**src/rtl/breakpoint_match_table_assert.svh**
```systemverilog
// Assertion macros for the breakpoint match table.
// Expects clk and arst_n in the scope that uses them.
`ifndef BREAKPOINT_MATCH_TABLE_ASSERT_SVH
`define BREAKPOINT_MATCH_TABLE_ASSERT_SVH

// Same-cycle implication, disabled during reset.
`define BMT_ASSERT_NOW(label, ante, cons, msg) \
	label: assert property (@(posedge clk) disable iff (!arst_n) (ante) |-> (cons)) \
		else $error(msg);

// Next-cycle implication, disabled during reset.
`define BMT_ASSERT_NEXT(label, ante, cons, msg) \
	label: assert property (@(posedge clk) disable iff (!arst_n) (ante) |=> (cons)) \
		else $error(msg);

`endif

```
**src/rtl/bmt_pkg.sv**
```systemverilog
// Shared types and constants of the breakpoint match table.
// No dependencies; imported by the interfaces, the cell and the top level.
`timescale 1ns / 1ps
`default_nettype none

package bmt_pkg;

	localparam int unsigned BMT_ENTRIES  = 16;
	localparam int unsigned BMT_ID_WIDTH = 16;

	localparam int unsigned TYPE_W = 3;
	localparam int unsigned ADDR_W = 32;
	localparam int unsigned TID_W  = 16;
	localparam int unsigned RID_W  = 16;
	localparam int unsigned STAT_W = 2;

	// Request codes; 6 and 7 are undefined and ignored.
	typedef enum logic [TYPE_W-1:0] {
		OP_ADD    = 3'd0,
		OP_DEL    = 3'd1,
		OP_CHECK  = 3'd2,
		OP_FIND   = 3'd3,
		OP_SKIP   = 3'd4,
		OP_UNSKIP = 3'd5
	} op_t;

	localparam logic [STAT_W-1:0] ST_OK        = 2'd0;
	localparam logic [STAT_W-1:0] ST_NOT_FOUND = 2'd1;
	localparam logic [STAT_W-1:0] ST_FULL      = 2'd2;

	// Scan token flags handed from cell to cell.
	typedef struct packed {
		logic active;
		logic found;
		logic en;
		logic free;
	} scan_flags_t;

	// Commit command broadcast to all cells at the end of a scan.
	typedef struct packed {
		logic add;
		logic del;
		logic set_en;
		logic en_val;
		logic all_en;
	} commit_t;

endpackage

`default_nettype wire

```
**src/rtl/bmt_ifs.sv**
```systemverilog
// Request and response channels of the breakpoint match table.
// Depends on bmt_pkg for field widths.
`timescale 1ns / 1ps
`default_nettype none

interface bmt_req_if import bmt_pkg::*; ();
	logic              valid;
	logic              ready;
	logic [TYPE_W-1:0] req_type;
	logic [ADDR_W-1:0] address;
	logic [TID_W-1:0]  target_id;

	modport source (output valid, req_type, address, target_id, input ready);
	modport sink   (input valid, req_type, address, target_id, output ready);
endinterface

interface bmt_rsp_if import bmt_pkg::*; ();
	logic              valid;
	logic              ready;
	logic              hit;
	logic [RID_W-1:0]  result_id;
	logic [STAT_W-1:0] status;

	modport source (output valid, hit, result_id, status, input ready);
	modport sink   (input valid, hit, result_id, status, output ready);
endinterface

`default_nettype wire

```
**src/rtl/bmt_cell.sv**
```systemverilog
// One breakpoint slot plus its stage of the scan chain.
// Depends on bmt_pkg.
`timescale 1ns / 1ps
`default_nettype none

module bmt_cell import bmt_pkg::*; #(
	parameter int unsigned ENTRIES  = BMT_ENTRIES,
	parameter int unsigned ID_WIDTH = BMT_ID_WIDTH,
	parameter int unsigned INDEX    = 0,
	localparam int unsigned IDX_W   = (ENTRIES > 1) ? $clog2(ENTRIES) : 1
) (
	input  wire                     clk,
	input  wire                     arst_n,
	// request under scan, held stable by the top level
	input  wire [TYPE_W-1:0]        req_op,
	input  wire [ADDR_W-1:0]        req_addr,
	input  wire [TID_W-1:0]         req_tid,
	input  wire [ID_WIDTH-1:0]      next_id,
	// scan token from the left neighbor
	input  scan_flags_t             flg_in,
	input  wire [IDX_W-1:0]         idx_in,
	input  wire [ID_WIDTH-1:0]      id_in,
	input  wire [IDX_W-1:0]         free_idx_in,
	// scan token to the right neighbor
	output scan_flags_t             flg_out,
	output logic [IDX_W-1:0]        idx_out,
	output logic [ID_WIDTH-1:0]     id_out,
	output logic [IDX_W-1:0]        free_idx_out,
	// commit
	input  commit_t                 cmd,
	input  wire [IDX_W-1:0]         cmd_idx
);

	localparam int unsigned CMP_W = (ID_WIDTH > TID_W) ? ID_WIDTH : TID_W;
	localparam logic [IDX_W-1:0] MY_IDX = IDX_W'(INDEX);

	logic                valid_q;
	logic [ADDR_W-1:0]   addr_q;
	logic [ID_WIDTH-1:0] id_q;
	logic                en_q;

	logic        addr_hit, id_hit, take, mine;
	scan_flags_t flg_nxt;

	assign addr_hit = valid_q && (addr_q == req_addr);
	// target id zero never matches; ids wider than ID_WIDTH never match
	assign id_hit = valid_q && (req_tid != '0) &&
		(CMP_W'(id_q) == CMP_W'(req_tid));

	always_comb begin
		if (req_op == OP_DEL)
			take = id_hit && !flg_in.found;
		else
			take = addr_hit && (!flg_in.found || (id_q > id_in));
		flg_nxt.active = flg_in.active;
		flg_nxt.found  = flg_in.found | take;
		flg_nxt.en     = take ? en_q : flg_in.en;
		flg_nxt.free   = flg_in.free | !valid_q;
	end

	// flags other than active hold once the token has passed
	always_ff @(posedge clk or negedge arst_n) begin
		if (!arst_n) begin
			flg_out <= '0;
		end else if (flg_in.active) begin
			flg_out <= flg_nxt;
		end else begin
			flg_out.active <= 1'b0;
		end
	end

	// token payload holds once the token has passed
	always_ff @(posedge clk) begin
		if (flg_in.active) begin
			idx_out      <= take ? MY_IDX : idx_in;
			id_out       <= take ? id_q : id_in;
			free_idx_out <= (!flg_in.free && !valid_q) ? MY_IDX : free_idx_in;
		end
	end

	assign mine = (cmd_idx == MY_IDX);

	always_ff @(posedge clk or negedge arst_n) begin
		if (!arst_n) begin
			valid_q <= 1'b0;
		end else begin
			if (cmd.add && mine)
				valid_q <= 1'b1;
			else if (cmd.del && mine)
				valid_q <= 1'b0;
		end
	end

	always_ff @(posedge clk) begin
		if (cmd.add && mine) begin
			addr_q <= req_addr;
			id_q   <= next_id;
			en_q   <= 1'b1;
		end else if (cmd.set_en && mine) begin
			en_q <= cmd.en_val;
		end else if (cmd.all_en && valid_q) begin
			en_q <= 1'b1;
		end
	end

endmodule

`default_nettype wire

```
**src/rtl/breakpoint_match_table.sv**
```systemverilog
// Breakpoint match table top level: request sequencer, cell chain, response register.
// Depends on bmt_pkg, bmt_ifs, bmt_cell and breakpoint_match_table_assert.svh.
`timescale 1ns / 1ps
`default_nettype none
`include "breakpoint_match_table_assert.svh"

//  channel | dir | beat fields
//  --------+-----+-------------------------------------
//  req     | in  | req_type, address, target_id
//  rsp     | out | hit, result_id, status
//
// Response path: the accept edge loads the launch pulse, the token then walks
// through the cell chain (one cell per cycle), the token at the tail moves the
// sequencer into the finish state, and the commit edge loads the response.
// One request is in flight at a time; req.ready is high only when idle, so
// the next request is accepted only after the previous one has committed.
// A finished response waits in the finish state while rsp is stalled; the
// table update commits in the same cycle the response register loads.
// arst_n clears the valid bits, the id counter (to 1) and the handshakes.

module breakpoint_match_table import bmt_pkg::*; #(
	parameter int unsigned ENTRIES  = BMT_ENTRIES,
	parameter int unsigned ID_WIDTH = BMT_ID_WIDTH
) (
	input wire       clk,
	input wire       arst_n,
	bmt_req_if.sink   req,
	bmt_rsp_if.source rsp
);

	localparam int unsigned IDX_W = (ENTRIES > 1) ? $clog2(ENTRIES) : 1;

	typedef enum logic [1:0] {S_IDLE, S_SCAN, S_FIN} state_t;

	state_t              state_q;
	logic                launch_q;
	logic [TYPE_W-1:0]   op_q;
	logic [ADDR_W-1:0]   addr_q;
	logic [TID_W-1:0]    tid_q;
	logic [ID_WIDTH-1:0] next_q;
	logic                rsp_valid_q;
	logic                hit_q;
	logic [RID_W-1:0]    rid_q;
	logic [STAT_W-1:0]   stat_q;

	// scan chain taps; element 0 is the launch point, ENTRIES the tail
	scan_flags_t         flg_c      [0:ENTRIES];
	logic [IDX_W-1:0]    idx_c      [0:ENTRIES];
	logic [ID_WIDTH-1:0] id_c       [0:ENTRIES];
	logic [IDX_W-1:0]    free_idx_c [0:ENTRIES];

	commit_t          cmd, cmd_out;
	logic [IDX_W-1:0] cmd_idx;
	logic             r_hit;
	logic [RID_W-1:0] r_id;
	logic [STAT_W-1:0] r_st;
	logic             fire;
	scan_flags_t      tail;

	always_comb begin
		flg_c[0]        = '0;
		flg_c[0].active = launch_q;
	end
	assign idx_c[0]      = '0;
	assign id_c[0]       = '0;
	assign free_idx_c[0] = '0;

	for (genvar i = 0; i < ENTRIES; i++) begin : g_cell
		bmt_cell #(
			.ENTRIES  (ENTRIES),
			.ID_WIDTH (ID_WIDTH),
			.INDEX    (i)
		) u_cell (
			.clk          (clk),
			.arst_n       (arst_n),
			.req_op       (op_q),
			.req_addr     (addr_q),
			.req_tid      (tid_q),
			.next_id      (next_q),
			.flg_in       (flg_c[i]),
			.idx_in       (idx_c[i]),
			.id_in        (id_c[i]),
			.free_idx_in  (free_idx_c[i]),
			.flg_out      (flg_c[i+1]),
			.idx_out      (idx_c[i+1]),
			.id_out       (id_c[i+1]),
			.free_idx_out (free_idx_c[i+1]),
			.cmd          (cmd_out),
			.cmd_idx      (cmd_idx)
		);
	end

	assign tail = flg_c[ENTRIES];
	// commit and load the response only when the output register is empty or its beat is being taken
	assign fire = (state_q == S_FIN) && (!rsp_valid_q || rsp.ready);

	// Decide result and table update from the token at the tail.
	always_comb begin
		cmd     = '0;
		cmd_idx = idx_c[ENTRIES];
		r_hit   = 1'b0;
		r_id    = '0;
		r_st    = ST_OK;
		case (op_q)
			OP_ADD: begin
				if (!tail.free || (next_q == '0)) begin
					r_st = ST_FULL;
				end else begin
					cmd.add = 1'b1;
					cmd_idx = free_idx_c[ENTRIES];
					r_id    = RID_W'(next_q);
				end
			end
			OP_DEL: begin
				if (tail.found)
					cmd.del = 1'b1;
				else
					r_st = ST_NOT_FOUND;
			end
			OP_CHECK: begin
				if (!tail.found) begin
					r_st = ST_NOT_FOUND;
				end else if (tail.en) begin
					r_hit = 1'b1;
				end else begin
					// disabled match: re-arm, no hit
					cmd.set_en = 1'b1;
					cmd.en_val = 1'b1;
				end
			end
			OP_FIND: begin
				if (tail.found)
					r_id = RID_W'(id_c[ENTRIES]);
				else
					r_st = ST_NOT_FOUND;
			end
			OP_SKIP: begin
				if (tail.found) begin
					cmd.set_en = 1'b1;
					cmd.en_val = 1'b0;
				end else begin
					r_st = ST_NOT_FOUND;
				end
			end
			OP_UNSKIP: cmd.all_en = 1'b1;
			default: ;
		endcase
	end

	assign cmd_out = fire ? cmd : '0;

	always_ff @(posedge clk or negedge arst_n) begin
		if (!arst_n) begin
			state_q     <= S_IDLE;
			launch_q    <= 1'b0;
			op_q        <= '0;
			addr_q      <= '0;
			tid_q       <= '0;
			next_q      <= ID_WIDTH'(1);
			rsp_valid_q <= 1'b0;
			hit_q       <= 1'b0;
			rid_q       <= '0;
			stat_q      <= ST_OK;
		end else begin
			// one-cycle pulse on the accepting edge
			launch_q <= (state_q == S_IDLE) && req.valid;
			if (fire)
				rsp_valid_q <= 1'b1;
			else if (rsp.ready)
				rsp_valid_q <= 1'b0;
			case (state_q)
				S_IDLE: begin
					if (req.valid) begin
						op_q    <= req.req_type;
						addr_q  <= req.address;
						tid_q   <= req.target_id;
						state_q <= S_SCAN;
					end
				end
				S_SCAN: begin
					if (tail.active)
						state_q <= S_FIN;
				end
				S_FIN: begin
					if (fire) begin
						hit_q  <= r_hit;
						rid_q  <= r_id;
						stat_q <= r_st;
						if (cmd.add)
							next_q <= next_q + ID_WIDTH'(1); // wraps to 0, then adds fail
						state_q <= S_IDLE;
					end
				end
				default: state_q <= S_IDLE;
			endcase
		end
	end

	assign req.ready     = (state_q == S_IDLE);
	assign rsp.valid     = rsp_valid_q;
	assign rsp.hit       = hit_q;
	assign rsp.result_id = rid_q;
	assign rsp.status    = stat_q;

	// Accepted beat launches exactly one scan token.
	`BMT_ASSERT_NEXT(a_launch, req.valid && req.ready, (state_q == S_SCAN) && launch_q, "accept did not launch scan")
	// Token only reaches the tail while a scan is running.
	`BMT_ASSERT_NOW(a_tail_scan, tail.active, state_q == S_SCAN, "scan token at tail outside scan")
	// A commit always produces a response beat.
	`BMT_ASSERT_NEXT(a_fire_rsp, fire, rsp_valid_q && (state_q == S_IDLE), "commit without response")
	// A full table never reports an id or a hit.
	`BMT_ASSERT_NOW(a_full_clean, rsp_valid_q && (stat_q == ST_FULL), (rid_q == '0) && !hit_q, "full status with payload")

endmodule

`default_nettype wire

```
**src/flat_wrapper.sv**
```systemverilog
// flat-port wrapper written by rule: the top's interface ports become plain ports
module breakpoint_match_table_flat import bmt_pkg::*;
#(
	parameter int unsigned ENTRIES  = BMT_ENTRIES,
	parameter int unsigned ID_WIDTH = BMT_ID_WIDTH
)
  (clk, arst_n, req_valid, req_req_type, req_address, req_target_id, req_ready, rsp_valid, rsp_hit, rsp_result_id, rsp_status, rsp_ready);
  bmt_req_if req_i ();
  bmt_rsp_if rsp_i ();
  input wire clk;
  input wire arst_n;
  input wire logic [$bits(req_i.valid)-1:0] req_valid;
  input wire logic [$bits(req_i.req_type)-1:0] req_req_type;
  input wire logic [$bits(req_i.address)-1:0] req_address;
  input wire logic [$bits(req_i.target_id)-1:0] req_target_id;
  output wire logic [$bits(req_i.ready)-1:0] req_ready;
  output wire logic [$bits(rsp_i.valid)-1:0] rsp_valid;
  output wire logic [$bits(rsp_i.hit)-1:0] rsp_hit;
  output wire logic [$bits(rsp_i.result_id)-1:0] rsp_result_id;
  output wire logic [$bits(rsp_i.status)-1:0] rsp_status;
  input wire logic [$bits(rsp_i.ready)-1:0] rsp_ready;
  assign req_i.valid = req_valid;
  assign req_i.req_type = req_req_type;
  assign req_i.address = req_address;
  assign req_i.target_id = req_target_id;
  assign req_ready = req_i.ready;
  assign rsp_valid = rsp_i.valid;
  assign rsp_hit = rsp_i.hit;
  assign rsp_result_id = rsp_i.result_id;
  assign rsp_status = rsp_i.status;
  assign rsp_i.ready = rsp_ready;
  breakpoint_match_table #(.ENTRIES(ENTRIES), .ID_WIDTH(ID_WIDTH)) u_core (.clk(clk), .arst_n(arst_n), .req(req_i), .rsp(rsp_i));
endmodule
```
**config.mk**
```make
export PLATFORM = sky130hd
export DESIGN_NAME = breakpoint_match_table_flat
export DESIGN_NICKNAME = d
export VERILOG_FILES = /design/src/rtl/bmt_pkg.sv /design/src/rtl/bmt_ifs.sv /design/src/rtl/bmt_cell.sv /design/src/rtl/breakpoint_match_table.sv /design/src/flat_wrapper.sv
export VERILOG_INCLUDE_DIRS = /design/src /design/src/rtl
export SDC_FILE = /design/constraint.sdc
export NUM_CORES = 2
export LEC_CHECK = 0
export ABC_AREA = 1
export CORE_ASPECT_RATIO = 0.75
export CORE_UTILIZATION = 60
export DETAILED_ROUTE_END_ITERATION = 8
export DONT_BUFFER_PORTS = 1
export PLACE_DENSITY = 0.73
export SYNTH_ARGS = -nofsm -noshare
export SYNTH_HDL_FRONTEND = slang
export SYNTH_SLANG_ARGS = --single-unit
```
**constraint.sdc**
```tcl
create_clock -name clk -period 4.4 [get_ports clk]
set_input_delay 0.22 -clock clk [delete_from_list [all_inputs] [get_ports clk]]
set_output_delay 0.22 -clock clk [all_outputs]
set_load 0.01 [all_outputs]
```
After elaboration in Yosys (flattened, before gate mapping) --
Cells that the tools add are included.
Word-level totals: register bits 1308, input port bits 55, logic and storage cells 708
Cells by class: add/sub/neg operators 1, $lt $le $gt $ge 15, equality and inequality tests 57, mux-type cells 154, bitwise logic cells 30, reductions and logical operators 267
Operators with widths (count):
- $eq 32x32->1 | 16
- $mux 16 | 17
- $eq 16x16->1 | 16
- $gt 16x16->1 | 15
- $logic_and 1x1->1 | 159
- $mux 1 | 123
- $reduce_bool 2->1 | 33
- $logic_not 1->1 | 48
- $eq 4x4->1 const B | 8
- $pmux 16 s2 | 1
- $or 1x1->1 | 30
- $logic_or 1x1->1 | 17
- $add 16x1->16 const B | 1
- $eq 4x3->1 const B | 4
- $logic_not 16->1 | 1
- $reduce_bool 16->1 | 1
- $mux 2 | 7
- $eq 4x2->1 const B | 2
- $mux 4 | 2
- $pmux 2 s2 | 2
- $eq 3x2->1 const B | 2
- $eq 3x3->1 const B | 2
- $pmux 2 s3 | 1
- $reduce_and 3->1 | 2
- other kinds (12) | 14

Depth between registers and ports, before layout --
depth after elaboration 8, gate-level depth with buffers 18, mapped depth without buffers 17

Modules after synthesis --
From an unflattened synthesis, not the netlist that was laid out.
Unflattened totals: cells, all modules 6564, area total of the unflattened synthesis 67841.3 um^2
Modules (own cells, without submodules):
- bmt_cell at u_core.g_cell[3].u_cell ... | times used 4, cells an instance 373, area an instance 3983.8 um^2, sequential area each 2307.2 um^2
- bmt_cell at u_core.g_cell[2].u_cell ... | times used 3, cells an instance 374, area an instance 3986.3 um^2, sequential area each 2307.2 um^2
- bmt_cell at u_core.g_cell[11].u_cell ... | times used 3, cells an instance 378, area an instance 3972.6 um^2, sequential area each 2307.2 um^2
- bmt_cell at u_core.g_cell[10].u_cell ... | times used 2, cells an instance 379, area an instance 3971.3 um^2, sequential area each 2307.2 um^2
- breakpoint_match_table | times used 1, cells an instance 547, area an instance 4182.8 um^2, sequential area each 2253.4 um^2
- bmt_cell at u_core.g_cell[7].u_cell | times used 1, cells an instance 372, area an instance 3985.1 um^2, sequential area each 2307.2 um^2
- bmt_cell at u_core.g_cell[15].u_cell | times used 1, cells an instance 379, area an instance 3973.8 um^2, sequential area each 2307.2 um^2
- bmt_cell at u_core.g_cell[1].u_cell | times used 1, cells an instance 380, area an instance 3973.8 um^2, sequential area each 2307.2 um^2
- bmt_cell at u_core.g_cell[0].u_cell | times used 1, cells an instance 380, area an instance 3971.3 um^2, sequential area each 2307.2 um^2

Least setup slack after synthesis --
No wires, ideal clock.
path type register to register, start register u_core.next_q[1], end register u_core.g_cell[10].u_cell.addr_q[0], enable pin, arrival 2826 ps, data required time 3998 ps, path slack 1172 ps, stages on the path, launching flop included 16, period minus slack after synthesis 3228 ps, cell sequence dfrtp_1 > inv_1 > ha_1 > nand4_1 > nor2_1 > nand2_1 > nand2_2 > inv_2 > nand2_2 > buf_4 > nand2_1 > nand2_1 > nand2_1 > nor2_1 > nand2_1 > inv_1
On the way: longest elaborated chain between the ends 6, elaborated cells between the ends (all ways) 9, those cells by class eq/ne (1); mux (5); reduce/logical (3)
Ends and longest elaborated chain:
- start, declared | line breakpoint_match_table.sv:40 | logic [ID_WIDTH-1:0] next_q;
- start signal, assigned | line breakpoint_match_table.sv:190 | next_q <= next_q + ID_WIDTH'(1);
- $logic_not 16->1 (*) | line breakpoint_match_table.sv:106 | if (!tail.free || (next_q == '0)) begin
- $logic_or 1x1->1 (*) | line breakpoint_match_table.sv:106
- $mux 4 or $mux 1 (tied branches) | line breakpoint_match_table.sv:106
- $mux 4 or $mux 1 (tied branches) | line breakpoint_match_table.sv:104 | case (op_q)
- $eq 4x4->1 or $mux 5 (tied branches) | line bmt_cell.sv:81, breakpoint_match_table.sv:150
- $logic_and 1x1->1 (*) | line bmt_cell.sv:95 | if (cmd.add && mine) begin
- end signal, assigned | line bmt_cell.sv:96 | addr_q <= req_addr;
- end, declared | line bmt_cell.sv:38 | logic [ADDR_W-1:0] addr_q;
Every way passes the cells marked *; elsewhere a longest branch is shown, timed or not. A chain may end at the register's enable or synchronous reset.

Final worst setup path --
start register u_core.next_q[3], end register u_core.g_cell[6].u_cell.addr_q[15], enable pin
On the way: longest elaborated chain between the ends 6, elaborated cells between the ends (all ways) 9, those cells by class eq/ne (1); mux (5); reduce/logical (3)
Ends and longest elaborated chain (line):
- $logic_not 16->1 (*) | breakpoint_match_table.sv:106
- $logic_or 1x1->1 (*) | breakpoint_match_table.sv:106
- $mux 4 or $mux 1 (tied branches) | breakpoint_match_table.sv:106
- $mux 4 or $mux 1 (tied branches) | breakpoint_match_table.sv:104
- $eq 4x3->1 or $mux 5 (tied branches) | bmt_cell.sv:81, breakpoint_match_table.sv:150
- $logic_and 1x1->1 (*) | bmt_cell.sv:95
- end signal, assigned | bmt_cell.sv:96
- end, declared | bmt_cell.sv:38
Marks and branches as above.

==> out/metrics.csv <==
stage;metric;value;unit
status;outcome;finished clean;
synthesis;Mapped Area;63200;sq um
sta;RSZ-0062 raised after global routing;no;
sta;Fin. Hold Viols;0;
synthesis;Mapped Nets;6169;
sta;final worst slack;0.777;ns
die;Initial Util;60.9;%
drt;Avg Vias per Cell;5.71;
grt;initial antenna violation count;9;
grt;largest net degree at the start of global routing;171;
cts;Longest Clk Path Bufs;3;
drt;First DRT Iteration DRCs;6032;
sta;Slew Viols, Final;0;
hold_path;Hold EP;u_core.tid_q[0];
cts;CTS Sinks;1308;
drt;Post-DRT Antenna Nets;0;
setup_path;CP arrival;4.00;ns
sta;clock skew;0.0257;ns
sta;fin crit period;3.62;ns
cells_and_area;area grow syn2layout;11.0;%
power;Pwr Density;573;nW/um^2
cells_and_area;final instance area;70200;sq um
setup_path;Crit Path Max Fanout;48;
setup_path;FF-to-FF End;u_core.g_cell[6].u_cell.addr_q[15];
setup_path;delay-heaviest family, CP;simple AND/OR/NAND/NOR gates;
setup_path;Max stage delay cell, worst path;buf_4;
sta;worst hold slack;0.129;ns
setup_path;WP buf/inv;4;
sta;Slew @ Worst Pin;1.31;ns
cells_and_area;layout cells sized above 1;8.66;%
synthesis;register area share after synthesis;60.5;%
drt;Residual DRC;0;
drt;vias;43078;
run;max cap viols;0;
cts;CTS tree;yes;
cts;clock slew at reported path FFs;0.07;ns
setup_path;Startpoint Class;flip-flop;
cells_and_area;fin nets;6338;
sta;final setup fails;0;
setup_path;CP Capture Type;flip-flop;
die;die width;377;um
grt;grt ovf;0;
placed_design;port bufs;0;
cells_and_area;commonest non-fill, non-tap cell in the layout;nand2_1;
synthesis;Gate Count Post-Synth;5872;
setup_path;cells on worst reg2reg path;14;
synthesis;Synth cell types;40;
hold_path;Hold Path Class;primary input to flip-flop;
drt;Routed wire per std cell;22.6;um
cts;total CTS buffers;132;
die;die area;107000;sq um
drt;final WL;171000;um
drt;first-pass iteration count of the detailed router;6;
cells_and_area;register area;38300;sq um
cts;clk_lat worst skew;0.76;ns
setup_path;critical path class;flip-flop to flip-flop;
grt;vias in the first global route;40872;
power;Leakage Power;28.6;nW
hold_path;Hold Startpoint;req_target_id[0];
hold_path;WHS Path Cells;3;
die;core area;104000;sq um
sta;Rel. slew slack;12.5;%
synthesis;Synth Area per Inst;10.8;sq um
die;# IOs;76;
setup_path;Crit path required time;4.78;ns
grt;GR Util All Layers;32.3;%
cts;H-Tree Depth;4;
cts;Root Driver;clkbuf_16;
cts;post-cts sizing count;0;
setup_path;Most common cell on crit path;nand2_1;
die;num rows;102;
placed_design;DP Area;65200;sq um
cells_and_area;commonest cells after routing, fill and taps aside;nand2_1 (1416), edfxtp_1 (1122), inv_1 (748);
placed_design;dpl ws;0.964;ns
cells_and_area;# fillers;7528;
synthesis;yosys warns;0;
placed_design;Detailed Place HPWL;112000;um
cells_and_area;multi-input logic area;20900;sq um
sta;FMAX;276;MHz
synthesis;Seq cells post-synth;1308;
sta;Sum Neg Setup Slack;0;ns
power;Peak VDD IR;675;uV
setup_path;slowest stage delay, CP;0.51;ns
grt;global-route wire length before repair;253000;um
setup_path;worst r2r src;u_core.next_q[3];
placed_design;GPL Wtd Cong;0.919;
die;Die Ht;283;um
sta;period utilisation layout;82.3;%
setup_path;CP Cell Sequence;inv_1 > nand4_1 > nor2_1 > nand2_1 > nand2_2 > inv_2 > nand2_2 > nand2_1 > nand2_1 > nand2_1 > nor2_1 > nand2_1 > inv_2 > buf_4;
setup_path;r2r setup slk;0.78;ns
[worst min-delay path, cell delays in order]
cell and delay, ns:
dlygate4sd3_1 0.52, nand2_1 0.05, o21ai_0 0.06
[worst max-delay path by stage]
stage / from / endpoint / slack, ns / cells past startpoint
2_1_floorplan: u_core.next_q[1] / u_core.g_cell[10].u_cell.addr_q[0] / 1.17 / 15
3_3_place_gp: u_core.next_q[3] / u_core.g_cell[6].u_cell.addr_q[29] / 1.07 / 14
3_5_place_dp: u_core.next_q[0] / u_core.g_cell[6].u_cell.addr_q[5] / 0.96 / 15
4_1_cts: u_core.next_q[0] / u_core.g_cell[6].u_cell.addr_q[15] / 0.92 / 15
5_1_grt: u_core.next_q[0] / u_core.g_cell[6].u_cell.addr_q[15] / 0.66 / 15
6_report: u_core.next_q[3] / u_core.g_cell[6].u_cell.addr_q[15] / 0.78 / 14
[where the power goes]
part	internal (mW)	leakage [nW]	switching [mW]
combinational	4.13	14.0	7.84
sequential	15.7	12.5	1.47
clock	6.28	2.07	4.80
total	26.1	28.6	14.1
[stage by stage]
| stage | std cells | power (mW) | util, % |
|---|---|---|---|
| after global placement | 7236 | 28.4 | 62.8 |
| after CTS | 7549 | 40.0 | 67.6 |
| after global routing | 7549 | 41.8 | 67.6 |
| after detailed placement | 7236 | 28.7 | 62.8 |
| after floorplan | 5872 | 24.3 | - |
| final | 7550 | 40.3 | 67.6 |
[synthesized netlist by cell type, drive strengths merged]
cell	instances	area, sq um
nand2	1437	5440
edfxtp	1122	33700
inv	781	2930
xnor2	621	5440
nor2	394	1490
o21ai	343	2020
ha	242	3030
dfrtp	169	4230
buf	156	1060
nand3	146	873
a21oi	117	586
nand4	99	619
xor2	43	377
o22ai	42	263
or2	39	244
clkbuf	27	101
a31oi	25	156
nor3	23	120
dfxtp	16	320
a21o	15	113
nor3b	4	30.0
nand3b	3	22.5
clkinv	2	7.51
o21bai	2	15.0
a22oi	1	7.51
dfstp	1	26.3
nor4	1	6.26
o41ai	1	8.76
[layout make-up]
cell class,count,share of cell area [%]
clock buffers,186,5.40
inverters,783,4.19
clock inverters,52,0.624
flip-flops and latches,1308,54.5
well taps,1404,2.50
multi-input cells,3598,29.7
diodes,1,0.00356
repair buffers,218,3.05
[state kept, by name (all words and copies together), names as in the netlist, 32 cells and up]
signal,flops
u_core.addr_q,32
u_core.g_cell.u_cell.addr_q,512
u_core.g_cell.u_cell.idx_out,49
u_core.g_cell.u_cell.flg_out,64
u_core.g_cell.u_cell.free_idx_out,49
u_core.g_cell.u_cell.id_out,256
u_core.g_cell.u_cell.id_q,256
[layer usage]
| metal | share of wire [%] | track usage (%) |
|---|---|---|
| met1 | 44 | 50.6 |
| met2 | 40 | 43.5 |
| met3 | 14 | 8.84 |
| met4 | 2.7 | 9.42 |
| met5 | 0 | 0 |
[logic make-up (layout without fill, tap and decap cells)]
logic type	after synthesis	count (layout)	share of synthesized area (%)
compound gates	546	546	5.02
xor+xnor	664	664	9.20
fa+ha+maj	242	242	4.79
buf+inv	966	1239	6.49
flops	1308	1308	60.5
other cells	0	1	0
simple gates	2146	2146	14.0
[repair_timing]
action | in CTS | in global routing
setup buffers | 0 | 0
hold buffers | 75 | 0
endpoints found under the setup margin | 0 | 0
endpoints found under the hold margin | 225 | 0
No activity file was read; power rests on OpenSTA's default activity.
